File: src/rtl/sdmc_ram.sv
// ----------------------------------------------------------------------------
// sdmc_ram
// Generic single-write, single-read synchronous RAM with registered read.
// ----------------------------------------------------------------------------
module sdmc_ram #(
   parameter int WIDTH = 32,
   parameter int DEPTH = 16
) (
   input  logic                     clock,
   input  logic                     wr_en,
   input  logic [$clog2(DEPTH)-1:0] wr_addr,
   input  logic [WIDTH-1:0]         wr_data,
   input  logic                     rd_en,
   input  logic [$clog2(DEPTH)-1:0] rd_addr,
   output logic [WIDTH-1:0]         rd_data
);

   logic [WIDTH-1:0] mem [DEPTH];
   logic [WIDTH-1:0] rd_data_ff;

   // write port and registered read port
   always_ff @(posedge clock) begin
      if (wr_en) begin
         mem[wr_addr] <= wr_data;
      end
      if (rd_en) begin
         rd_data_ff <= mem[rd_addr];
      end
   end

   assign rd_data = rd_data_ff;

endmodule

File: config.mk
export PLATFORM = sky130hd
export DESIGN_NAME = sdmc_ram
export DESIGN_NICKNAME = d
export VERILOG_FILES = /design/src/rtl/sdmc_ram.sv
export SDC_FILE = /design/constraint.sdc
export NUM_CORES = 1
export LEC_CHECK = 0
export BUFFER_PORTS_ARGS = -buffer_cell sky130_fd_sc_hd__buf_4
export CORE_UTILIZATION = 45
export CTS_BUF_LIST = sky130_fd_sc_hd__clkbuf_4 sky130_fd_sc_hd__clkbuf_8 sky130_fd_sc_hd__clkbuf_16
export DETAILED_ROUTE_END_ITERATION = 12
export PLACE_DENSITY = 0.66
export RECOVER_POWER = 25
export SLEW_MARGIN = 20
export SYNTH_ARGS = -nofsm -noshare
export SYNTH_HDL_FRONTEND = slang
export SYNTH_SLANG_ARGS = --single-unit
File: constraint.sdc
create_clock -name clock -period 3.75 [get_ports clock]
set_input_delay 0.375 -clock clock [delete_from_list [all_inputs] [get_ports clock]]
set_output_delay 0.375 -clock clock [all_outputs]
set_load 0.01 [all_outputs]
==> out/qor.yml <==
die:
  die_width_microns: 214
  core.rowCount: 77
  die_height_microns: 214
  io-pin-count: 75
  design.core.area_sq_mm: 0.0442
  initial_core_util_pct: 45.6
  die_footprint_sq_mm: 0.0457
grt:
  grt_antenna_before_repair: 0
  grt_residual_overflow: 0
  globalRouteTotalUtil_pct: 19.6
  first_global_vias: 9439
  grt_pass1_wl_microns: 62800
  maximum_number_of_pins_on_one_net_before_global_route_repair: 46
routing:
  detail_route.vias_per_cell: 5.74
  drt_drc_violations_left: 0
  wirelength_microns: 42600
  detail_route.first_pass.iterations: 6
  routedWlPerCell_microns: 27.0
  drtIter0Drc: 904
  ant_nets: 0
  dr_total_vias: 9077
worst_hold_path:
  hold_path_class: "input pin to register"
  hp-start: "wr_data[20]"
  worstHoldEndpoint: "mem[15][20]"
  hold_path_depth: 1
timing:
  hold_violations: 0
  period_minus_slack_ns: 1.77
  fin_crit_sh_pct: 47.2
  setup_slack_ns: 1.98
  clock.fmax_mhz: 565
  worst_max_slew_pin_slew_ns: 1.11
  worst_clock_skew_ns: 0.0162
  hold-worst-slack_ns: 0.100
  finalSetupViolations: 0
  grt_setup_unrepaired: "no"
  fin_tns_setup_ns: 0
  report.final.slew_viol_count: 0
  slew_headroom_pct: 25.9
logic_synthesis:
  synth_cells: 838
  ys_warn_count: 0
  yosys_register_bits: 544
  synth.cell_area_sq_mm: 0.0202
  synth_area_per_cell_sq_um: 24.1
  synth.yosys.seq_area_share_pct: 81.0
  synth.distinct_cells: 17
  syn-num-nets: 881
cells_and_area:
  final_net_count: 996
  layout-drive-gt1-share_pct: 30.5
  syn_to_final_growth_pct: 14.5
  finalInstanceArea_sq_mm: 0.0231
  finalNonFillerCells: 1581
  utilization_pct: 52.2
cts:
  cts_htree_levels: 2
  clk_pin_slew_ns: 0.06
  tritoncts_num_sinks: 544
  postCtsSetupBuffers: 0
  cts_inserted_buffers: 52
  clock_tree_from_tritoncts: "built"
  cts-hold-fix-buffers: 0
  clk_root_buffer_cell: "sky130_fd_sc_hd__clkbuf_16"
  ctsResizeCount: 0
  ctsLongestPathBuffers: 3
  clk_latency_ns: 0.58
placement:
  placement.cell_area_sq_mm: 0.0217
  placement.io_buffers: 74
  dp_hpwl_microns: 21500
  place.detailed.instances: 1491
  place_worst_setup_slack_ns: 1.35
  finalWeightedCongestion: 0.707
pwr:
  net_switching_power_figure_mw: 2.50
  power_density_mw_per_mm2: 529
  power_leakage_nw: 7.28
  share_clk_of_total_power_pct: 38.6
  proportion_of_power_drawn_by_combinational_gates_pct: 5.0
  p_int_mw: 9.72
  p_seq_share_pct: 56.4
  peakVddDrop_mv: 0.336
  power.share.switching_pct: 20.4
  totalPowerFinal_mw: 12.2
setup_path:
  reg2regPathDepth: 3
  worst_r2r_startpoint: "mem[11][22]"
  reg2reg_to: "rd_data[22]"
  worst_ep_arrival_time_ns: 2.08
  cp_cell_sequence: "buf_4 > buf_4 > mux4_2 > a22oi_1 > nand2_1"
  worstSetupStartpoint: "rd_addr[1]"
  crit_path_max_fanout: 40
  cp-start-kind: "input pin"
  critical_path_class: "input pin to register"
  slowest_stage: "sky130_fd_sc_hd__buf_4"
  r2r_setup_slack_ns: 2.30
  crit_path_end_kind: "register"
  critical-path-top-cell-by-count: "sky130_fd_sc_hd__buf_4"
  cp_slowest_stage_delay_ns: 0.52
  worst_ep_required_time_ns: 4.06
run:
  drv.max_cap_violation_count: 0
run_status:
  outcome: "completed"
[routing by layer]
layer,share of wire [%],vias up,wire [microns],GRT usage [%]
met2,50,334,21400,32.7
met1,41,4842,17400,26.6
li1,-,3830,-,-
met3,6.3,71,2710,3.46
met4,2.5,0,1060,6.21
met5,0,-,0,0
[final cells by class]
class                      count  area [sq um]
antenna                        1          2.50
clock inverter                28           123
tap                          592           741
sequential                   544         16300
multi-input combinational    251          3750
timing repair buffer         104           754
fill                        3365         21100
clock buffer                  61          1390
[flip-flops by register name (all words and copies together), names as in the netlist]
name and flops:
mem 512, rd_data 32
[layout by cell type (no fill, tap or decap)]
cell / Yosys / routed
sky130_fd_sc_hd__a22oi_1: 64 / 64
sky130_fd_sc_hd__and2_2: 0 / 1
sky130_fd_sc_hd__buf_12: 0 / 4
sky130_fd_sc_hd__buf_4: 11 / 77
sky130_fd_sc_hd__clkbuf_1: 17 / 22
sky130_fd_sc_hd__clkbuf_16: 0 / 53
sky130_fd_sc_hd__clkbuf_4: 0 / 8
sky130_fd_sc_hd__clkbuf_8: 0 / 1
sky130_fd_sc_hd__clkinv_1: 0 / 19
sky130_fd_sc_hd__clkinv_2: 0 / 7
sky130_fd_sc_hd__clkinvlp_4: 0 / 1
sky130_fd_sc_hd__diode_2: 0 / 1
sky130_fd_sc_hd__edfxtp_1: 544 / 544
sky130_fd_sc_hd__inv_6: 0 / 1
sky130_fd_sc_hd__mux4_2: 128 / 128
sky130_fd_sc_hd__nand2_1: 33 / 33
sky130_fd_sc_hd__nand2b_1: 2 / 2
sky130_fd_sc_hd__nand3_1: 1 / 1
sky130_fd_sc_hd__nand3b_1: 2 / 2
sky130_fd_sc_hd__nor2_4: 0 / 13
sky130_fd_sc_hd__nor2b_4: 0 / 2
sky130_fd_sc_hd__nor3_2: 0 / 4
sky130_fd_sc_hd__or3b_2: 1 / 1
[worst max path at each step]
stage                              to  slack (ns)
final                     rd_data[10]        1.98
after global routing      rd_data[10]        1.87
after CTS                 rd_data[10]        1.97
after detailed placement    mem[6][8]        1.35
after global placement     rd_data[2]        1.36
after floorplan             mem[0][0]        0.20
[worst max-delay path: cells and delay by family]
| kind | cells | cell delay, ns |
|---|---|---|
| AOI/OAI and AO/OA | 1 | 0.20 |
| buffers and inverters | 2 | 1.00 |
| muxes | 1 | 0.38 |
| and+or+nand+nor | 1 | 0.10 |
[power by group through the flow]
stage | registers [mW] | clock network, mW | logic, mW
3_5_place_dp | 7.02 | 0 | 0.632
6_report | 6.90 | 4.71 | 0.609
4_1_cts | 6.90 | 4.81 | 0.633
2_1_floorplan | 7.02 | 0 | 0.327
3_3_place_gp | 7.02 | 0 | 0.619
5_1_grt | 6.91 | 5.03 | 0.662
[synthesized netlist by cell type]
master,number,share of area [%]
sky130_fd_sc_hd__or3b_2,1,0.043
sky130_fd_sc_hd__buf_4,11,0.41
sky130_fd_sc_hd__clkbuf_1,17,0.32
sky130_fd_sc_hd__edfxtp_1,544,81
sky130_fd_sc_hd__nand3b_1,2,0.074
sky130_fd_sc_hd__nand3_1,1,0.025
sky130_fd_sc_hd__nand2_1,33,0.61
sky130_fd_sc_hd__and2_1,1,0.031
sky130_fd_sc_hd__nor2_1,13,0.24
sky130_fd_sc_hd__a22oi_1,64,2.4
sky130_fd_sc_hd__buf_6,2,0.11
sky130_fd_sc_hd__buf_1,9,0.17
sky130_fd_sc_hd__nor3_1,4,0.099
sky130_fd_sc_hd__nand2b_1,2,0.062
sky130_fd_sc_hd__buf_2,4,0.099
sky130_fd_sc_hd__nor2b_1,2,0.062
sky130_fd_sc_hd__mux4_2,128,14
[cell families (layout without fill, tap and decap cells)]
group / after synthesis / count (layout) / share of synthesized area [%]
buffers and inverters: 43 / 193 / 1.10
DFF: 544 / 544 / 81.0
and+or+nand+nor: 59 / 59 / 1.25
muxes: 128 / 128 / 14.3
other: 0 / 1 / 0
AOI/OAI and AO/OA: 64 / 64 / 2.38
No activity file was read; power rests on OpenSTA's default activity.
